--- src/design/sre_pkg.sv ---
package sre_pkg;

    // Fixed field widths of the command and result words.
    localparam int IDX_BITS = 4;
    localparam int LEN_BITS = IDX_BITS + 1;
    localparam int AMT_BITS = 8;
    localparam int VAL_BITS = 32;

    // Result status codes.
    localparam logic STATUS_OK  = 1'b0;
    localparam logic STATUS_ERR = 1'b1;

    // Operation codes.
    typedef enum logic [1:0] {
        OP_WRITE     = 2'd0,
        OP_READ      = 2'd1,
        OP_ROT_RIGHT = 2'd2,
        OP_ROT_LEFT  = 2'd3
    } t_opcode;

    // Commands from the controller to the datapath.
    typedef struct packed {
        logic load;
        logic clr_step;
        logic mod_init;
        logic mod_step;
        logic rot_init;
        logic wr_word;
        logic rd_word;
        logic rd_seg;
        logic cap_word;
        logic mv_write;
        logic res_ok;
        logic res_err;
        logic res_read;
    } t_dp_cmd;

    // Status from the datapath to the controller.
    typedef struct packed {
        t_opcode op;
        logic    range_err;
        logic    clr_last;
        logic    mod_last;
        logic    m_zero;
        logic    cycle_closed;
        logic    moves_last;
    } t_dp_stat;

endpackage

--- src/design/sre_ram.sv ---
module sre_ram #(
    parameter int WIDTH = 32,
    parameter int DEPTH = 16,
    localparam int AW = $clog2(DEPTH)
) (
    input  logic             i_clk,
    input  logic             i_wr_en,
    input  logic [AW-1:0]    i_wr_addr,
    input  logic [WIDTH-1:0] i_wr_data,
    input  logic             i_rd_en,
    input  logic [AW-1:0]    i_rd_addr,
    output logic [WIDTH-1:0] o_rd_data
);

    logic [WIDTH-1:0] r_mem [DEPTH];
    logic [WIDTH-1:0] r_rd_data;

    // One write port and one registered read port.
    always_ff @(posedge i_clk) begin
        if (i_wr_en) begin
            r_mem[i_wr_addr] <= i_wr_data;
        end
        if (i_rd_en) begin
            r_rd_data <= r_mem[i_rd_addr];
        end
    end

    assign o_rd_data = r_rd_data;

endmodule

--- src/design/sre_dp.sv ---
module sre_dp
    import sre_pkg::*;
#(
    parameter int DEPTH     = 16,
    parameter int WORD_BITS = 32
) (
    input  logic                       i_clk,
    input  logic                       i_rst_n,
    input  t_dp_cmd                    i_cmd,
    output t_dp_stat                   o_stat,
    input  logic [1:0]                 i_opcode,
    input  logic [IDX_BITS-1:0]        i_word_index,
    input  logic signed [VAL_BITS-1:0] i_write_value,
    input  logic [IDX_BITS-1:0]        i_seg_start,
    input  logic [IDX_BITS-1:0]        i_seg_end,
    input  logic [AMT_BITS-1:0]        i_shift_amount,
    output logic signed [VAL_BITS-1:0] o_read_data,
    output logic                       o_status
);

    localparam int AW = $clog2(DEPTH);
    localparam int BW = $clog2(AMT_BITS);

    // Latched command word.
    t_opcode               r_op;
    logic [IDX_BITS-1:0]   r_idx;
    logic [WORD_BITS-1:0]  r_val;
    logic [IDX_BITS-1:0]   r_seg_s;
    logic [IDX_BITS-1:0]   r_seg_e;
    logic [AMT_BITS-1:0]   r_kshift;

    // Modulo unit, rotation walker and clearing counter.
    logic [IDX_BITS-1:0]   r_rem;
    logic [BW-1:0]         r_bcnt;
    logic [IDX_BITS-1:0]   r_mr;
    logic [IDX_BITS-1:0]   r_pos;
    logic [IDX_BITS-1:0]   r_cstart;
    logic [LEN_BITS-1:0]   r_cnt;
    logic [WORD_BITS-1:0]  r_word;
    logic [AW-1:0]         r_clr_addr;

    // Result registers.
    logic [VAL_BITS-1:0]   r_read_data;
    logic                  r_status;

    logic [63:0]           ext_val;
    logic [63:0]           ext_rd;
    logic [LEN_BITS-1:0]   len_w;
    logic [LEN_BITS-1:0]   trial;
    logic [IDX_BITS-1:0]   n_rem;
    logic [IDX_BITS-1:0]   n_mr;
    logic [LEN_BITS-1:0]   dest_sum;
    logic [IDX_BITS-1:0]   dest_w;
    logic [IDX_BITS-1:0]   seg_addr;
    logic                  idx_oob;
    logic                  seg_err;

    logic                  ram_wr_en;
    logic [AW-1:0]         ram_wr_addr;
    logic [WORD_BITS-1:0]  ram_wr_data;
    logic                  ram_rd_en;
    logic [AW-1:0]         ram_rd_addr;
    logic [WORD_BITS-1:0]  ram_rd_data;

    // The incoming word is sign extended, then kept at the store width.
    assign ext_val = {{(64 - VAL_BITS){i_write_value[VAL_BITS-1]}}, i_write_value};
    assign ext_rd  = 64'(ram_rd_data);

    // Segment length and range checks.
    assign len_w   = LEN_BITS'({1'b0, r_seg_e} - {1'b0, r_seg_s} + LEN_BITS'(1));
    assign idx_oob = 32'(r_idx) >= 32'(DEPTH);
    assign seg_err = (r_seg_s > r_seg_e) || (32'(r_seg_e) >= 32'(DEPTH));

    // One restoring division step per cycle, most significant bit first.
    assign trial = {r_rem, r_kshift[AMT_BITS-1]};
    assign n_rem = (trial >= len_w) ? IDX_BITS'(trial - len_w) : trial[IDX_BITS-1:0];

    // A left rotation is a right rotation by the complement.
    assign n_mr = (r_op == OP_ROT_RIGHT) ? r_rem
                                         : IDX_BITS'(len_w - LEN_BITS'(r_rem));

    // Next position of the current cycle, wrapped into the segment.
    assign dest_sum = LEN_BITS'(r_pos) + LEN_BITS'(r_mr);
    assign dest_w   = (dest_sum >= len_w) ? IDX_BITS'(dest_sum - len_w)
                                          : dest_sum[IDX_BITS-1:0];
    assign seg_addr = r_seg_s + r_pos;

    // Status back to the controller.
    always_comb begin
        o_stat.op           = r_op;
        o_stat.range_err    = ((r_op == OP_WRITE) || (r_op == OP_READ)) ? idx_oob : seg_err;
        o_stat.clr_last     = r_clr_addr == AW'(DEPTH - 1);
        o_stat.mod_last     = r_bcnt == BW'(AMT_BITS - 1);
        o_stat.m_zero       = r_rem == '0;
        o_stat.cycle_closed = r_pos == r_cstart;
        o_stat.moves_last   = LEN_BITS'(r_cnt + LEN_BITS'(1)) == len_w;
    end

    // Store port selection.
    always_comb begin
        ram_wr_en   = i_cmd.clr_step | i_cmd.wr_word | i_cmd.mv_write;
        ram_wr_addr = AW'(r_idx);
        ram_wr_data = r_val;
        if (i_cmd.clr_step) begin
            ram_wr_addr = r_clr_addr;
            ram_wr_data = '0;
        end else if (i_cmd.mv_write) begin
            ram_wr_addr = AW'(seg_addr);
            ram_wr_data = r_word;
        end
        ram_rd_en   = i_cmd.rd_word | i_cmd.rd_seg;
        ram_rd_addr = i_cmd.rd_word ? AW'(r_idx) : AW'(seg_addr);
    end

    sre_ram #(
        .WIDTH (WORD_BITS),
        .DEPTH (DEPTH)
    ) u_ram (
        .i_clk     (i_clk),
        .i_wr_en   (ram_wr_en),
        .i_wr_addr (ram_wr_addr),
        .i_wr_data (ram_wr_data),
        .i_rd_en   (ram_rd_en),
        .i_rd_addr (ram_rd_addr),
        .o_rd_data (ram_rd_data)
    );

    // Command word and working payload.
    always_ff @(posedge i_clk) begin
        if (i_cmd.load) begin
            r_op     <= t_opcode'(i_opcode);
            r_idx    <= i_word_index;
            r_val    <= ext_val[WORD_BITS-1:0];
            r_seg_s  <= i_seg_start;
            r_seg_e  <= i_seg_end;
            r_kshift <= i_shift_amount;
        end else if (i_cmd.mod_step) begin
            r_kshift <= r_kshift << 1;
        end
        if (i_cmd.rot_init) begin
            r_mr <= n_mr;
        end
        if (i_cmd.cap_word || i_cmd.mv_write) begin
            r_word <= ram_rd_data;
        end
    end

    // Control counters of the datapath.
    always_ff @(posedge i_clk) begin
        if (!i_rst_n) begin
            r_clr_addr <= '0;
            r_rem      <= '0;
            r_bcnt     <= '0;
            r_pos      <= '0;
            r_cstart   <= '0;
            r_cnt      <= '0;
        end else begin
            if (i_cmd.clr_step) begin
                r_clr_addr <= r_clr_addr + AW'(1);
            end
            if (i_cmd.mod_init) begin
                r_rem  <= '0;
                r_bcnt <= '0;
            end else if (i_cmd.mod_step) begin
                r_rem  <= n_rem;
                r_bcnt <= r_bcnt + BW'(1);
            end
            if (i_cmd.rot_init) begin
                r_pos    <= '0;
                r_cstart <= '0;
                r_cnt    <= '0;
            end else if (i_cmd.cap_word) begin
                r_pos <= dest_w;
            end else if (i_cmd.mv_write) begin
                r_cnt <= LEN_BITS'(r_cnt + LEN_BITS'(1));
                if (r_pos == r_cstart) begin
                    r_cstart <= r_cstart + IDX_BITS'(1);
                    r_pos    <= r_cstart + IDX_BITS'(1);
                end else begin
                    r_pos <= dest_w;
                end
            end
        end
    end

    // Result word.
    always_ff @(posedge i_clk) begin
        if (i_cmd.res_read) begin
            r_read_data <= ext_rd[VAL_BITS-1:0];
            r_status    <= STATUS_OK;
        end else if (i_cmd.res_ok) begin
            r_read_data <= '0;
            r_status    <= STATUS_OK;
        end else if (i_cmd.res_err) begin
            r_read_data <= '0;
            r_status    <= STATUS_ERR;
        end
    end

    assign o_read_data = r_read_data;
    assign o_status    = r_status;

endmodule

--- src/design/sre_ctrl.sv ---
module sre_ctrl
    import sre_pkg::*;
(
    input  logic     i_clk,
    input  logic     i_rst_n,
    input  logic     i_start,
    output logic     o_busy,
    output logic     o_done,
    input  t_dp_stat i_stat,
    output t_dp_cmd  o_cmd
);

    typedef enum logic [3:0] {
        S_CLEAR,
        S_IDLE,
        S_DECODE,
        S_MOD,
        S_ROT_INIT,
        S_LOAD_RD,
        S_LOAD_CAP,
        S_MV_RD,
        S_MV_WR,
        S_RD_WAIT
    } t_state;

    t_state r_state;
    t_state n_state;
    logic   r_busy;
    logic   n_busy;
    logic   r_done;
    logic   n_done;

    // Next state, registered outputs and datapath commands.
    always_comb begin
        n_state = r_state;
        n_busy  = r_busy;
        n_done  = 1'b0;
        o_cmd   = '0;
        case (r_state)
            S_CLEAR: begin
                o_cmd.clr_step = 1'b1;
                if (i_stat.clr_last) begin
                    n_state = S_IDLE;
                    n_busy  = 1'b0;
                end
            end
            S_IDLE: begin
                if (i_start) begin
                    o_cmd.load = 1'b1;
                    n_state    = S_DECODE;
                    n_busy     = 1'b1;
                end
            end
            S_DECODE: begin
                if (i_stat.range_err) begin
                    o_cmd.res_err = 1'b1;
                    n_done        = 1'b1;
                    n_busy        = 1'b0;
                    n_state       = S_IDLE;
                end else begin
                    case (i_stat.op)
                        OP_WRITE: begin
                            o_cmd.wr_word = 1'b1;
                            o_cmd.res_ok  = 1'b1;
                            n_done        = 1'b1;
                            n_busy        = 1'b0;
                            n_state       = S_IDLE;
                        end
                        OP_READ: begin
                            o_cmd.rd_word = 1'b1;
                            n_state       = S_RD_WAIT;
                        end
                        default: begin
                            o_cmd.mod_init = 1'b1;
                            n_state        = S_MOD;
                        end
                    endcase
                end
            end
            S_MOD: begin
                o_cmd.mod_step = 1'b1;
                if (i_stat.mod_last) begin
                    n_state = S_ROT_INIT;
                end
            end
            S_ROT_INIT: begin
                if (i_stat.m_zero) begin
                    o_cmd.res_ok = 1'b1;
                    n_done       = 1'b1;
                    n_busy       = 1'b0;
                    n_state      = S_IDLE;
                end else begin
                    o_cmd.rot_init = 1'b1;
                    n_state        = S_LOAD_RD;
                end
            end
            S_LOAD_RD: begin
                o_cmd.rd_seg = 1'b1;
                n_state      = S_LOAD_CAP;
            end
            S_LOAD_CAP: begin
                o_cmd.cap_word = 1'b1;
                n_state        = S_MV_RD;
            end
            S_MV_RD: begin
                o_cmd.rd_seg = 1'b1;
                n_state      = S_MV_WR;
            end
            S_MV_WR: begin
                o_cmd.mv_write = 1'b1;
                if (i_stat.moves_last) begin
                    o_cmd.res_ok = 1'b1;
                    n_done       = 1'b1;
                    n_busy       = 1'b0;
                    n_state      = S_IDLE;
                end else if (i_stat.cycle_closed) begin
                    n_state = S_LOAD_RD;
                end else begin
                    n_state = S_MV_RD;
                end
            end
            S_RD_WAIT: begin
                o_cmd.res_read = 1'b1;
                n_done         = 1'b1;
                n_busy         = 1'b0;
                n_state        = S_IDLE;
            end
            default: begin
                n_state = S_IDLE;
                n_busy  = 1'b0;
            end
        endcase
    end

    // State and registered outputs; reset starts the clearing pass.
    always_ff @(posedge i_clk) begin
        if (!i_rst_n) begin
            r_state <= S_CLEAR;
            r_busy  <= 1'b1;
            r_done  <= 1'b0;
        end else begin
            r_state <= n_state;
            r_busy  <= n_busy;
            r_done  <= n_done;
        end
    end

    assign o_busy = r_busy;
    assign o_done = r_done;

endmodule

--- src/design/segment_rotate_engine_core.sv ---
// Writes and errors are answered from the decode state; reads also pass a read wait state.
// Rotations: a bit-serial modulo unit takes the amount modulo the segment length, then
// the store is walked through its single read and write ports, with a read and a write per
// moved word plus a read and a capture per rotation cycle; nothing moves when the turn is zero.
// Handshake: busy is low in the strobe cycle, so the next word can be taken as it ends.
// After reset the store is cleared to zero one word a cycle, with busy high until the last is cleared.
module segment_rotate_engine_core
    import sre_pkg::*;
#(
    parameter int DEPTH     = 16,
    parameter int WORD_BITS = 32
) (
    input  logic                       i_clk,
    input  logic                       i_rst_n,
    input  logic                       start,
    output logic                       busy,
    input  logic [1:0]                 i_opcode,
    input  logic [IDX_BITS-1:0]        i_word_index,
    input  logic signed [VAL_BITS-1:0] i_write_value,
    input  logic [IDX_BITS-1:0]        i_seg_start,
    input  logic [IDX_BITS-1:0]        i_seg_end,
    input  logic [AMT_BITS-1:0]        i_shift_amount,
    output logic                       o_done,
    output logic signed [VAL_BITS-1:0] o_read_data,
    output logic                       o_status
);

    t_dp_cmd  dp_cmd;
    t_dp_stat dp_stat;

    // Sequencer.
    sre_ctrl u_ctrl (
        .i_clk   (i_clk),
        .i_rst_n (i_rst_n),
        .i_start (start),
        .o_busy  (busy),
        .o_done  (o_done),
        .i_stat  (dp_stat),
        .o_cmd   (dp_cmd)
    );

    // Store, modulo unit and rotation walker.
    sre_dp #(
        .DEPTH     (DEPTH),
        .WORD_BITS (WORD_BITS)
    ) u_dp (
        .i_clk          (i_clk),
        .i_rst_n        (i_rst_n),
        .i_cmd          (dp_cmd),
        .o_stat         (dp_stat),
        .i_opcode       (i_opcode),
        .i_word_index   (i_word_index),
        .i_write_value  (i_write_value),
        .i_seg_start    (i_seg_start),
        .i_seg_end      (i_seg_end),
        .i_shift_amount (i_shift_amount),
        .o_read_data    (o_read_data),
        .o_status       (o_status)
    );

endmodule

--- config.mk ---
export PLATFORM = sky130hd
export DESIGN_NAME = segment_rotate_engine_core
export DESIGN_NICKNAME = d
export VERILOG_FILES = /design/src/design/sre_pkg.sv /design/src/design/sre_ram.sv /design/src/design/sre_dp.sv /design/src/design/sre_ctrl.sv /design/src/design/segment_rotate_engine_core.sv
export SDC_FILE = /design/constraint.sdc
export NUM_CORES = 1
export LEC_CHECK = 0
export ABC_AREA = 0
export BUFFER_PORTS_ARGS = -buffer_cell sky130_fd_sc_hd__buf_2
export CAP_MARGIN = 15
export CORE_MARGIN = 2
export CORE_UTILIZATION = 30
export DETAILED_ROUTE_END_ITERATION = 10
export SYNTH_ARGS = -nofsm -noshare
export SYNTH_HDL_FRONTEND = slang
export SYNTH_SLANG_ARGS = --single-unit
--- constraint.sdc ---
create_clock -name i_clk -period 9.48 [get_ports i_clk]
set_input_delay 0.474 -clock i_clk [delete_from_list [all_inputs] [get_ports i_clk]]
set_output_delay 0.474 -clock i_clk [all_outputs]
set_load 0.05 [all_outputs]
* Word level (Yosys, flattened, before mapping)
Memories as Yosys holds them, arrays and structs flattened. A register that Yosys moved wholly into a read port is not among the register bits. Index checks and enable logic that the tools add are counted.
Word-level totals: register bits 153, memory bits (writable) 512, input port bits 57, logic and storage cells 139, memories 1
Cells by class: add/sub/neg operators 11, order comparisons 3, equality and inequality tests 21, multiplexer cells 60, bitwise operators 6, reduce and logical (&&, ||, !) cells 18
Memory list:
- u_dp.u_ram.r_mem | depth 16, width 32, read ports 1, clocked after Yosys merged registers in 1, wr ports 1, RTL line sre_ram.sv:15 | logic [WIDTH-1:0] r_mem [DEPTH];
Operators by type and width (number):
- $mux W32 | 5
- $mux W4 | 13
- $pmux W4 S9 | 1
- $mux W1 | 30
- $eq A4 B3 Y1 const B | 4
- $mux W8 | 2
- $eq A4 B4 Y1 const B | 3
- $sub A4 B4 Y4 | 3
- $add A5 B1 Y5 const B | 2
- $ge A5 B5 Y1 | 2
- $ne A2 B2 Y1 const B | 5
- $reduce_or A2 Y1 | 5
- $add A4 B1 Y4 const B | 2
- $eq A4 B2 Y1 const B | 2
- $logic_not A4 Y1 | 2
- $pmux W4 S2 | 1
- $mux W2 | 3
- $mux W3 | 2
- $pmux W1 S6 | 1
- $reduce_and A3 Y1 | 2
- $reduce_and A6 Y1 | 1
- $add A4 B4 Y5 | 1
- $eq A5 B5 Y1 | 1
- $sub A4 B4 Y5 | 1
- other kinds (19) | 25

* Depth between registers and ports, before layout
Gate-level depths: netlist (run 1).
depth after elaboration 9, mapped depth 14, gate-level depth less buffers 14

* Cells and area by module
A second synthesis (run 1) with hierarchy kept.
Second synthesis, totals: cells, all modules 1434, area total of the unflattened synthesis 27605.2 µm²
Modules (own cells, without submodules):
- sre_ram | instances 1, cells each 838, area each 20174.3 µm², sequential area each 16335.7 µm²
- sre_dp | instances 1, cells each 521, area each 6874.1 µm², sequential area each 4164.0 µm²
- sre_ctrl | instances 1, cells each 75, area each 556.8 µm², sequential area each 120.1 µm²

* Worst setup path after synthesis (run 1)
OpenSTA, ideal clock, no wires.
path kind register to register, start point reg u_dp.r_seg_e[1], end point reg u_dp.r_read_data[0], in the netlist u_dp.o_read_data[0] (enable), library setup time 0.389 ns, arrival time 3.033 ns, required time 9.091 ns, slack 6.058 ns, stages on the path, launching flop included 13, clock period less this slack 3.422 ns, cell sequence edfxtp_1 -> inv_1 -> ha_1 -> inv_1 -> ha_1 -> inv_1 -> fa_1 -> xnor2_1 -> xnor2_1 -> nand3_1 -> nor4_1 -> nor3_1 -> nand2_1
On the way: cells in the longest elaborated chain, start to end 6, elaborated cells between the ends (all ways) 11, classes of those cells add/sub (2); order compare (1); eq/ne (1); mux (6); reduce/logical (1)
Ends and longest elaborated chain:
- from (decl) | RTL line sre_dp.sv:29 | logic [IDX_BITS-1:0] r_seg_e;
- from (signal assigned) | RTL line sre_dp.sv:135 | r_seg_e <= i_seg_end;
- $sub A4 B4 Y5 | RTL line sre_dp.sv:70 | assign len_w = LEN_BITS'({1'b0, r_seg_e} - {1'b0, r_seg_s} + LEN_BITS'(1));
- $add A5 B1 Y5 | RTL line sre_dp.sv:70
- $eq A5 B5 Y1 | RTL line sre_dp.sv:96 | o_stat.moves_last = LEN_BITS'(r_cnt + LEN_BITS'(1)) == len_w;
- $mux W1 | RTL line sre_ctrl.sv:111 | if (i_stat.moves_last) begin
- $pmux W1 S3 | RTL line sre_ctrl.sv:39 | case (r_state)
- $reduce_bool A3 Y1 (no line) (*)
- to (signal assigned) | RTL line sre_dp.sv:189 | r_read_data <= ext_rd[VAL_BITS-1:0];
- to (decl) | RTL line sre_dp.sv:43 | logic [VAL_BITS-1:0] r_read_data;
Mark *: on every way between the ends. The rest lies on a longest branch, timed or not. A chain may end at the register's enable or synchronous reset.

* Worst setup path after layout (run 1)
start point reg u_ctrl.r_state[1], end point reg u_dp.u_ram.r_rd_data[25], in the netlist u_dp.u_ram.o_rd_data[25], read port of u_dp.u_ram.r_mem (data pin)
On the way: cells in the longest elaborated chain, start to end 4, elaborated cells between the ends (all ways) 8, classes of those cells eq/ne (3); mux (3); bitwise (1); reduce/logical (1)
Ends and longest elaborated chain:
- from (decl) | RTL line sre_ctrl.sv:26 | t_state r_state;
- from (signal assigned) | RTL line sre_ctrl.sv:142 | r_state <= n_state;
- $eq A4 B3 Y1 | RTL line sre_ctrl.sv:39
- $reduce_or A2 Y1 (no line)
- $mux W1 | RTL line sre_ctrl.sv:39
- $or A1 B1 Y1 | RTL line sre_dp.sv:111 | ram_rd_en = i_cmd.rd_word | i_cmd.rd_seg;
- to (decl) | RTL line sre_ram.sv:16 | logic [WIDTH-1:0] r_rd_data;
Several ways; a longest one is shown, not always the timed one.

==> results.json, run 1 <==
{
  "hold-worst-slack_ps": 33.7,
  "globalRoute.totalOverflow": 0,
  "timing.final.hold_violations": 0,
  "synth_largest_type_area_fraction": 0.721,
  "worst_r2r_path_depth": 8,
  "hold_path.startpoint": "i_write_value[19]",
  "grt_setup_unrepaired": "no",
  "path_class": "reg -> reg",
  "worstReg2RegEnd": "u_dp.u_ram.o_rd_data[25]",
  "die-width_um": 308,
  "synth.yosys.seq_area_share": 0.743,
  "fin_worst_skew_ps": 25.7,
  "die-height_um": 308,
  "numPlacedInstances": 2709,
  "route.detailed.vias_per_inst": 4.97,
  "gpl.final_weighted_congestion": 0.815,
  "period_needed_ps": 4350,
  "layout_overhead_on_the_synthesized_area_pct": 15.6,
  "r2r_start": "u_ctrl.r_state[1]",
  "dpl.hpwl_um": 34300,
  "crit_fanout": 89,
  "worstHoldPathCells": 1,
  "post_layout_nets": 1693,
  "cts_tree": "done",
  "cp_slowest_cell": "sky130_fd_sc_hd__dfxtp_1",
  "drv_slew": 0,
  "cts_max_level": 3,
  "final_min_period_over_clock_period": 0.459,
  "timing.hold.worst_endpoint": "u_dp.r_val[19]",
  "critical-path-max-stage-delay_ps": 760,
  "slack_of_the_worst_reg_to_reg_path_ps": 5130,
  "run_status": "finished, final reports clean",
  "number_of_antenna_violations_at_the_first_check_in_global_routing": 1,
  "clock-root-buffer": "sky130_fd_sc_hd__clkbuf_16",
  "die-area_sq_um": 94900,
  "synth_enable_flop_cells": 666,
  "grt.total_usage": 0.138,
  "synthesis.instances": 1461,
  "timing.critical_path.buf_inv": 2,
  "post-layout-total-power_mw": 6.27,
  "vdd.ir_drop.worst_mv": 0.134,
  "cell_family_with_the_largest_share_of_critical_path_delay": "buffers and inverters",
  "layout.core_utilization": 0.350,
  "initial_core_util": 0.303,
  "worstSkewPairLatency_ps": 610,
  "top_library_cells_by_usage_in_the_layout_fill_and_taps_aside": "sky130_fd_sc_hd__edfxtp_1, sky130_fd_sc_hd__mux4_2, sky130_fd_sc_hd__buf_2",
  "ios": 92,
  "max_slew_margin": 0.297,
  "path_clk_slew_ps": 70,
  "setup_total_negative_slack_ps": 0,
  "cts.path.max_buffers": 3,
  "maximum_number_of_pins_on_one_net_before_global_route_repair": 90,
  "syn_avg_cell_area_sq_um": 19.0,
  "async_reset_ff_frac": 0,
  "synth_net_count": 1558,
  "setup.worst_path.start_class": "register",
  "ant_nets": 0,
  "synth_top_cells_by_area": "sky130_fd_sc_hd__edfxtp_1, sky130_fd_sc_hd__mux4_2, sky130_fd_sc_hd__dfxtp_1",
  "yosys_warnings": 0,
  "layout.cells.non_filler": 2835,
  "yosys_most_used_dff": "sky130_fd_sc_hd__edfxtp_1",
  "cp_cell_sequence": "nor4b_4 > nand3b_4 > mux2i_4 > buf_4 > buf_12 > mux4_2 > a22oi_1 > nand3_1",
  "mappedNetlistArea_sq_um": 27700,
  "clock-sinks": 697,
  "number_of_drc_violations_after_detailed_routing": 0,
  "postCtsSetupRepairBufs": 0,
  "setup-violations-final": 0,
  "routedWlPerCell_um": 23.1,
  "critPathArrivalTime_ps": 4720,
  "yosys.area.top_type": "sky130_fd_sc_hd__edfxtp_1",
  "worst-endpoint-required_ps": 9850,
  "pwr_density_cell_nw_per_um2": 196,
  "static-leakage-power_nw": 10.8,
  "crit_path_end_kind": "register",
  "layout-drive-gt1-share": 0.235,
  "rows": 111,
  "postSynthRegisterBits": 697,
  "maxCapViolCount": 0,
  "wl_um": 65500,
  "timing.hold.worst.class": "in -> reg",
  "core-area_sq_um": 91700,
  "cts_buffers": 70,
  "router_iterations_before_antenna_repair": 5,
  "via_count": 14100,
  "antenna-diode-count": 0,
  "max_clock_freq_mhz": 230,
  "number_of_violations_reported_at_the_end_of_detailed_routing_iteration_0": 1464,
  "final_common_cell": "sky130_fd_sc_hd__edfxtp_1",
  "tightest_slew_ps": 1050,
  "yosys.cell_types.count": 60,
  "vias_in_the_first_global_route": 14500,
  "io_buffers": 91,
  "grt_pass1_wl_um": 96600
}
[what timing repair did]
item                                   CTS  global route
resized for setup                        0             0
hold buffers                             1             0
endpoints found under the hold margin    1             0
[metal layers]
layer / global-route usage / vias up / routed length [um]
met5: 0 / - / 17
met4: 0.0331 / 2 / 1190
met3: 0.0268 / 89 / 4330
met2: 0.216 / 493 / 30100
met1: 0.199 / 7392 / 29900
li1: - / 6111 / -
[through the flow]
| stage | area [sq um] | worst slack, ps |
|---|---|---|
| floorplan | 27700 | 6060 |
| global placement | 29700 | 5210 |
| detailed placement | 29700 | 5070 |
| CTS | 32100 | 5090 |
| global route | 32100 | 4770 |
| finish | 32100 | 5130 |
[power breakdown]
| part | switching [mW] | internal, mW | total [mW] | leakage [nW] |
|---|---|---|---|---|
| Combinational | 0.0681 | 0.0308 | 0.0988 | 3.03 |
| Sequential | 0.0120 | 3.38 | 3.40 | 6.62 |
| Clock | 1.18 | 1.60 | 2.77 | 1.11 |
| Total | 1.26 | 5.01 | 6.27 | 10.8 |
[registers in the layout, indices dropped and copies added (netlist names)]
register / count
u_dp.r_seg_s: 4
u_dp.r_cstart: 4
u_dp.r_idx: 4
u_dp.r_seg_e: 4
u_dp.r_rem: 4
u_dp.r_word: 32
u_dp.r_kshift: 8
u_ctrl.o_done: 1
u_ctrl.o_busy: 1
u_dp.r_clr_addr: 4
u_dp.u_ram.o_rd_data: 32
u_dp.o_read_data: 32
u_dp.o_status: 1
u_dp.u_ram.r_mem: 512
u_ctrl.r_state: 4
u_dp.r_op: 2
u_dp.r_cnt: 5
u_dp.r_pos: 4
u_dp.r_bcnt: 3
u_dp.r_val: 32
u_dp.r_mr: 4
[layout make-up]
cell class | instances | area (sq um)
well taps | 1186 | 1480
clock buffers | 84 | 1850
inverters | 35 | 131
repair buffers | 125 | 726
clock inverters | 41 | 462
fillers | 8503 | 59600
flip-flops and latches | 697 | 20600
multi-input cells | 667 | 6790
[cells in the mapped netlist (26+ instances only)]
| cell | instances |
|---|---|
| sky130_fd_sc_hd__dfxtp_1 | 31 |
| sky130_fd_sc_hd__and2_1 | 34 |
| sky130_fd_sc_hd__nand2b_1 | 69 |
| sky130_fd_sc_hd__a22o_1 | 33 |
| sky130_fd_sc_hd__ha_1 | 33 |
| sky130_fd_sc_hd__mux4_2 | 128 |
| sky130_fd_sc_hd__edfxtp_1 | 666 |
| sky130_fd_sc_hd__nand2_1 | 62 |
| sky130_fd_sc_hd__inv_1 | 34 |
| sky130_fd_sc_hd__a21oi_1 | 28 |
| sky130_fd_sc_hd__nand3_1 | 43 |
| sky130_fd_sc_hd__a22oi_1 | 33 |
| sky130_fd_sc_hd__xnor2_1 | 26 |
| sky130_fd_sc_hd__nor2_1 | 43 |
[worst register-to-register path, stage by stage (launching register included)]
cell	delay, ps
sky130_fd_sc_hd__dfxtp_1	760
sky130_fd_sc_hd__nor4b_4	450
sky130_fd_sc_hd__nand3b_4	290
sky130_fd_sc_hd__mux2i_4	230
sky130_fd_sc_hd__buf_4	660
sky130_fd_sc_hd__buf_12	720
sky130_fd_sc_hd__mux4_2	680
sky130_fd_sc_hd__a22oi_1	220
sky130_fd_sc_hd__nand3_1	100
[how the worst max path moves through the flow]
stage | start | to | depth (start not counted) | slack (ps)
3_3_place_gp | u_ctrl.r_state[1] | u_dp.u_ram.o_rd_data[30] | 8 | 5210
5_1_grt | u_ctrl.r_state[1] | u_dp.u_ram.o_rd_data[30] | 8 | 4770
6_report | u_ctrl.r_state[1] | u_dp.u_ram.o_rd_data[25] | 8 | 5130
4_1_cts | u_ctrl.r_state[1] | u_dp.u_ram.o_rd_data[25] | 8 | 5090
3_5_place_dp | u_ctrl.r_state[1] | u_dp.u_ram.o_rd_data[19] | 8 | 5070
2_1_floorplan | u_dp.r_seg_e[1] | u_dp.o_read_data[0] | 12 | 6060
[cells by family (layout without fill, tap and decap cells)]
family,count (synthesis),after routing,synth area share
flops,697,697,0.743
simple gates,290,290,0.0548
compound gates,161,161,0.0420
mux,134,134,0.107
buf+inv,97,285,0.0196
fa+ha+maj,41,41,0.0203
xor+xnor,41,41,0.0134
No activity file was read; power rests on OpenSTA's default activity.
==> inputs of run 2 (changes only) <==
==> constraint.sdc (replaced) <==
create_clock -name i_clk -period 4.2 [get_ports i_clk]
set_input_delay 0.21 -clock i_clk [delete_from_list [all_inputs] [get_ports i_clk]]
set_output_delay 0.21 -clock i_clk [all_outputs]
set_load 0.05 [all_outputs]
==> run 2 against run 1 <==
Compared with the run above: sequential power rose by 130%; flip-flop and latch count unchanged; clock skew is 6.7 ps higher; setup slack lost 4700 ps; non-clock buffer count increased by 76; combinational power grew to 2.8 times the previous value; sequential share of layout area is 1.8 points lower; cell area grew 2.9%; routed wire length is 1.5% lower; via count is 1.3% higher; clock power is 130% higher; largest power group unchanged.
==> results.json, run 2 (synthesis gave the netlist of run 1 again) <==
{
  "final_common_cell": "sky130_fd_sc_hd__edfxtp_1",
  "router_iterations_before_antenna_repair": 5,
  "numPlacedInstances": 2731,
  "final_min_period_over_clock_period": 0.904,
  "wirelength_met1_um": 29300,
  "gpl.final_weighted_congestion": 0.824,
  "dpl-instance-area_sq_um": 30100,
  "period_needed_ps": 3800,
  "die-height_um": 308,
  "crit_path_end_kind": "register",
  "max_clock_freq_mhz": 263,
  "grt_setup_unrepaired": "no",
  "route.detailed.vias_per_inst": 4.89,
  "worstReg2RegEnd": "u_dp.r_pos[3]",
  "setup-violations-final": 0,
  "globalRoute.totalOverflow": 0,
  "initial_core_util": 0.303,
  "wl_um": 64500,
  "worst-endpoint-required_ps": 4650,
  "largest_register": "u_dp.u_ram.r_mem",
  "worst_r2r_path_depth": 14,
  "path_class": "reg -> reg",
  "total_of_cells_resized_after_clock_tree_synthesis": 0,
  "timing.hold.worst_endpoint": "u_ctrl.r_state[0]",
  "r2r_start": "u_dp.r_seg_e[1]",
  "cts.path.max_buffers": 3,
  "path_clk_slew_ps": 60,
  "timing.critical_path.buf_inv": 4,
  "route.top_layer_used": "met4",
  "antenna-diode-count": 0,
  "post-layout-total-power_mw": 14.3,
  "cts_buffers": 73,
  "slack_of_the_worst_reg_to_reg_path_ps": 400,
  "grt_pass1_wl_um": 96000,
  "rows": 111,
  "layout.cells.non_filler": 2918,
  "cp_slowest_cell": "sky130_fd_sc_hd__xnor2_1",
  "ant_nets": 0,
  "top_library_cells_by_usage_in_the_layout_fill_and_taps_aside": "sky130_fd_sc_hd__edfxtp_1, sky130_fd_sc_hd__mux4_2, sky130_fd_sc_hd__buf_2",
  "number_of_violations_reported_at_the_end_of_detailed_routing_iteration_0": 1359,
  "clock-root-buffer": "sky130_fd_sc_hd__clkbuf_16",
  "critPathArrivalTime_ps": 4250,
  "static-leakage-power_nw": 11.2,
  "cts_max_level": 3,
  "post_layout_nets": 1772,
  "core-area_sq_um": 91700,
  "hold_path.startpoint": "start",
  "dpl.hpwl_um": 39600,
  "drv_slew": 0,
  "run_status": "finished, final reports clean",
  "ios": 92,
  "io_buffers": 91,
  "clock-sinks": 697,
  "design_area_sq_um": 33000,
  "via_count": 14300,
  "setup.worst_path.start_class": "register",
  "max_slew_margin": 0.211,
  "routedWlPerCell_um": 22.1,
  "grt.total_usage": 0.136,
  "layout-drive-gt1-share": 0.239,
  "pwr_density_cell_nw_per_um2": 433,
  "crit_fanout": 5,
  "cell_type_with_the_highest_occurrence_count_on_the_critical_path": "sky130_fd_sc_hd__inv_1",
  "cts_tree": "done",
  "worstSkewPairLatency_ps": 620,
  "number_of_antenna_violations_at_the_first_check_in_global_routing": 1,
  "die-width_um": 308,
  "layout.core_utilization": 0.360,
  "met3WireLength_um": 3480,
  "cell_family_with_the_largest_share_of_critical_path_delay": "adder cells",
  "cp_cell_sequence": "inv_1 > ha_1 > inv_1 > ha_1 > inv_1 > fa_1 > xnor2_1 > inv_1 > ha_1 > a41o_1 > a21oi_1 > a211oi_1 > o31ai_1 > a21oi_1",
  "timing.hold.worst.class": "in -> reg",
  "timing.final.hold_violations": 0,
  "fin_worst_skew_ps": 32.4,
  "layout_overhead_on_the_synthesized_area_pct": 18.9,
  "worstHoldPathCells": 5,
  "largest_register_ff_count": 512,
  "dr_wl_met2_um": 30600,
  "critical-path-max-stage-delay_ps": 520,
  "maxCapViolCount": 0,
  "fillers": 8454,
  "setup_total_negative_slack_ps": 0,
  "number_of_drc_violations_after_detailed_routing": 0,
  "tightest_slew_ps": 1180,
  "die-area_sq_um": 94900,
  "vdd.ir_drop.worst_mv": 0.267,
  "maximum_number_of_pins_on_one_net_before_global_route_repair": 49,
  "vias_in_the_first_global_route": 14900
}
==> run 2: cell types whose count changed in the layout (fill, tap and decap cells not counted), moves of 2 or more <==
cell,change
sky130_fd_sc_hd__buf_4,+10
sky130_fd_sc_hd__bufinv_16,-3
sky130_fd_sc_hd__dlygate4sd3_1,+54
sky130_fd_sc_hd__buf_12,+12
sky130_fd_sc_hd__clkbuf_16,+4
sky130_fd_sc_hd__clkinv_8,+2
sky130_fd_sc_hd__clkinvlp_4,-2
==> run 2: worst reg2reg max path: stages (launching register included) <==
cell,delay (ps)
sky130_fd_sc_hd__edfxtp_1,400
sky130_fd_sc_hd__inv_1,80
sky130_fd_sc_hd__ha_1,310
sky130_fd_sc_hd__inv_1,70
sky130_fd_sc_hd__ha_1,160
sky130_fd_sc_hd__inv_1,60
sky130_fd_sc_hd__fa_1,460
sky130_fd_sc_hd__xnor2_1,520
sky130_fd_sc_hd__inv_1,160
sky130_fd_sc_hd__ha_1,370
sky130_fd_sc_hd__a41o_1,270
sky130_fd_sc_hd__a21oi_1,300
sky130_fd_sc_hd__a211oi_1,140
sky130_fd_sc_hd__o31ai_1,260
sky130_fd_sc_hd__a21oi_1,100
==> run 2: per-layer routing <==
metal,vias to the layer above,track usage
met5,-,0
met4,0,0.0323
met3,86,0.0258
met2,418,0.218
met1,7504,0.190
li1,6268,-
==> run 2: area by class of cell <==
| class | count | area, sq um | share of cell area |
|---|---|---|---|
| repair buffers | 201 | 1580 | 0.0479 |
| flip-flops and latches | 697 | 20600 | 0.625 |
| clock buffers | 90 | 1960 | 0.0595 |
| inverters | 35 | 131 | 0.00398 |
| multi-input cells | 667 | 6790 | 0.206 |
| well taps | 1186 | 1480 | 0.0450 |
| clock inverters | 42 | 413 | 0.0125 |
==> run 2: worst max path at each step <==
stage	startpoint	endpoint	slack [ps]	cells past startpoint
after floorplan	u_dp.r_seg_e[1]	u_dp.o_read_data[0]	780	12
after global placement	u_dp.r_seg_e[1]	u_dp.r_pos[3]	510	14
after detailed placement	u_dp.r_seg_e[1]	u_dp.r_pos[3]	440	14
after CTS	u_dp.r_seg_e[1]	u_dp.r_pos[3]	390	14
after global routing	u_dp.r_seg_e[1]	u_dp.r_pos[1]	180	14
final	u_dp.r_seg_e[1]	u_dp.r_pos[3]	400	14
==> run 2: power by group <==
group | leakage, nW | switching, mW | internal (mW)
logic | 3.41 | 0.169 | 0.108
registers | 6.62 | 0.0257 | 7.64
clock network | 1.15 | 2.72 | 3.62
==> run 2: what timing repair did <==
action                    in CTS  in global routing
setup buffers                  0                  0
hold buffers                  55                  0
hold endpoints to repair      57                  0
==> run 2: per-stage QoR <==
step / hold slack, ps / setup WS [ps]
after floorplan: 309 / 778
after global placement: 388 / 512
after detailed placement: 388 / 435
after CTS: 149 / 395
after global routing: 231 / 176
final: 194 / 401
==> inputs of run 3 (changes only) <==
--- a/config.mk
+++ b/config.mk
@@ -11,6 +11,7 @@
 export CORE_MARGIN = 2
 export CORE_UTILIZATION = 30
 export DETAILED_ROUTE_END_ITERATION = 10
+export PLACE_DENSITY = 0.46
 export SYNTH_ARGS = -nofsm -noshare
 export SYNTH_HDL_FRONTEND = slang
 export SYNTH_SLANG_ARGS = --single-unit
==> run 3 against run 2 <==
Compared with the run above: non-clock buffer count did not move; power rose by 2.7%; die area did not move; global-route usage rose by 1.4 points; sequential power barely moved; flip-flop and latch count did not move; worst hold slack got worse by 28 ps; first-iteration DRC count fell by 17%; cell count rose by 0.58%; critical endpoint is now u_dp.u_ram.r_mem[10][27]; largest power group unchanged.
==> results.json, run 3 (synthesis gave the netlist of run 1 again) <==
{
  "layout_overhead_on_the_synthesized_area_pct": 19.7,
  "die-height_um": 308,
  "setup-violations-final": 0,
  "met3WireLength_um": 2500,
  "dpl.hpwl_um": 39700,
  "crit_path_end_kind": "register",
  "fin_worst_skew_ps": 23.5,
  "cp_cell_sequence": "ha_1 > a21o_1 > a21oi_1 > xnor2_1 > o221a_2 > nand2_1 > nor2_4 > buf_12",
  "die-width_um": 308,
  "dr_wl_met2_um": 34200,
  "final_common_cell": "sky130_fd_sc_hd__edfxtp_1",
  "number_of_violations_reported_at_the_end_of_detailed_routing_iteration_0": 1132,
  "router_iterations_before_antenna_repair": 5,
  "combPwrFrac": 0.019,
  "numPlacedInstances": 2731,
  "max_slew_margin": 0.205,
  "worst_r2r_path_depth": 8,
  "routedWlPerCell_um": 24.0,
  "largest_register": "u_dp.u_ram.r_mem",
  "wirelength_met1_um": 32000,
  "path_clk_slew_ps": 60,
  "core-area_sq_um": 91700,
  "run_status": "finished, final reports clean",
  "route.top_layer_used": "met4",
  "largest_register_ff_count": 512,
  "crit_fanout": 12,
  "worstHoldPathCells": 5,
  "globalRoute.totalOverflow": 0,
  "number_of_antenna_violations_at_the_first_check_in_global_routing": 0,
  "io_buffers": 91,
  "vias_in_the_first_global_route": 14900,
  "gpl.final_weighted_congestion": 0.756,
  "cell_family_with_the_largest_share_of_critical_path_delay": "XOR/XNOR gates",
  "number_of_drc_violations_after_detailed_routing": 0,
  "timing.critical_path.buf_inv": 1,
  "clock-root-buffer": "sky130_fd_sc_hd__clkbuf_16",
  "post_layout_nets": 1780,
  "ant_nets": 0,
  "period_needed_ps": 3670,
  "initial_core_util": 0.303,
  "maxCapViolCount": 0,
  "max_clock_freq_mhz": 273,
  "instance_count_on_the_critical_path": 8,
  "drv_slew": 0,
  "postCtsSetupRepairBufs": 0,
  "vdd.ir_drop.worst_mv": 0.239,
  "power.internal_mw": 11.6,
  "die-area_sq_um": 94900,
  "route.detailed.vias_per_inst": 4.85,
  "path_class": "reg -> reg",
  "final_min_period_over_clock_period": 0.874,
  "power_switching_mw": 3.04,
  "critical-path-max-stage-delay_ps": 930,
  "clock-sinks": 697,
  "grt_setup_unrepaired": "no",
  "critPathArrivalTime_ps": 4010,
  "via_count": 14200,
  "cts_tree": "done",
  "power_frac_clock": 0.459,
  "rows": 111,
  "layout.cells.non_filler": 2935,
  "timing.hold.worst.class": "in -> reg",
  "worstSkewPairLatency_ps": 630,
  "tightest_slew_ps": 1180,
  "timing.final.hold_violations": 0,
  "power_switching_share": 0.208,
  "maximum_number_of_pins_on_one_net_before_global_route_repair": 49,
  "grt_pass1_wl_um": 103000,
  "cts_max_level": 3,
  "wl_um": 70400,
  "layout-drive-gt1-share": 0.242,
  "cp_slowest_cell": "sky130_fd_sc_hd__xnor2_1",
  "cts_buffers": 81,
  "setup_total_negative_slack_ps": 0,
  "seq_power_share": 0.523,
  "worst-endpoint-required_ps": 4540,
  "ios": 92,
  "pwr_density_cell_nw_per_um2": 441,
  "cts.path.max_buffers": 3,
  "static-leakage-power_nw": 11.3,
  "top_library_cells_by_usage_in_the_layout_fill_and_taps_aside": "sky130_fd_sc_hd__edfxtp_1, sky130_fd_sc_hd__mux4_2, sky130_fd_sc_hd__buf_2",
  "grt.total_usage": 0.150,
  "setup.worst_path.start_class": "register"
}
-- run 3: cell count changes in the layout (fill, tap and decap cells not counted), moves of 2 or more --
cell | previous run | this run
sky130_fd_sc_hd__clkbuf_1 | 12 | 14
sky130_fd_sc_hd__clkbuf_16 | 75 | 84
sky130_fd_sc_hd__clkbuf_8 | 3 | 0
sky130_fd_sc_hd__diode_2 | 0 | 2
sky130_fd_sc_hd__clkinvlp_4 | 3 | 5
sky130_fd_sc_hd__clkinv_1 | 13 | 18
sky130_fd_sc_hd__clkinv_2 | 10 | 14
sky130_fd_sc_hd__buf_4 | 42 | 38
sky130_fd_sc_hd__buf_12 | 13 | 17
-- run 3: area by class of cell --
cell class	count	area, sq um
clock buffers	98	2150
diodes	2	5.00
inverters	35	131
multi-input cells	667	6800
fillers	8594	58400
well taps	1186	1480
repair buffers	201	1630
flip-flops and latches	697	20600
clock inverters	49	384
-- run 3: per-stage QoR --
stage          worst slack [ps]  hold WS [ps]  area [sq um]  power, mW  utilization
5_1_grt                     228           204         33200       15.1        0.362
3_5_place_dp                357           388         30100       8.05        0.329
2_1_floorplan               778           309         27700       7.90            -
4_1_cts                     335           129         33200       14.9        0.362
6_report                    530           166         33200       14.7        0.362
3_3_place_gp                413           386         30100       8.04        0.329
-- run 3: repair_timing --
item | CTS | global route
hold buffers | 55 | 0
endpoints found under the hold margin | 58 | 0
setup endpoints to repair | 0 | 1
resized for setup | 0 | 1
-- run 3: worst register-to-register path, stage by stage, from the launching register on --
cell and delay (ps):
sky130_fd_sc_hd__edfxtp_1 430, sky130_fd_sc_hd__ha_1 310, sky130_fd_sc_hd__a21o_1 110, sky130_fd_sc_hd__a21oi_1 70, sky130_fd_sc_hd__xnor2_1 930, sky130_fd_sc_hd__o221a_2 410, sky130_fd_sc_hd__nand2_1 250, sky130_fd_sc_hd__nor2_4 610
sky130_fd_sc_hd__buf_12 250
-- run 3: worst paths after layout --
| kind | startpoint | end | slack (ps) |
|---|---|---|---|
| worst min-delay path | start | u_ctrl.r_state[0] | 170 |
| worst max register to register | u_dp.r_seg_s[1] | u_dp.u_ram.r_mem[10][27] | 530 |
| worst min register to register | u_dp.u_ram.o_rd_data[20] | u_dp.r_word[20] | 440 |
| worst max-delay path | u_dp.r_seg_s[1] | u_dp.u_ram.r_mem[10][27] | 530 |
-- run 3: routing by layer --
metal / global-route usage / up-vias
met2: 0.248 / 269
met3: 0.0251 / 96
met4: 0.0397 / 0
met5: 0 / -
li1: - / 6305
met1: 0.204 / 7563
-- run 3: power by group through the flow --
stage	clock network [mW]	logic, mW	registers [mW]
after floorplan	0	0.100	7.80
after global placement	0	0.242	7.80
after detailed placement	0	0.244	7.81
after CTS	6.91	0.285	7.66
after global routing	7.16	0.298	7.67
final	6.72	0.275	7.66
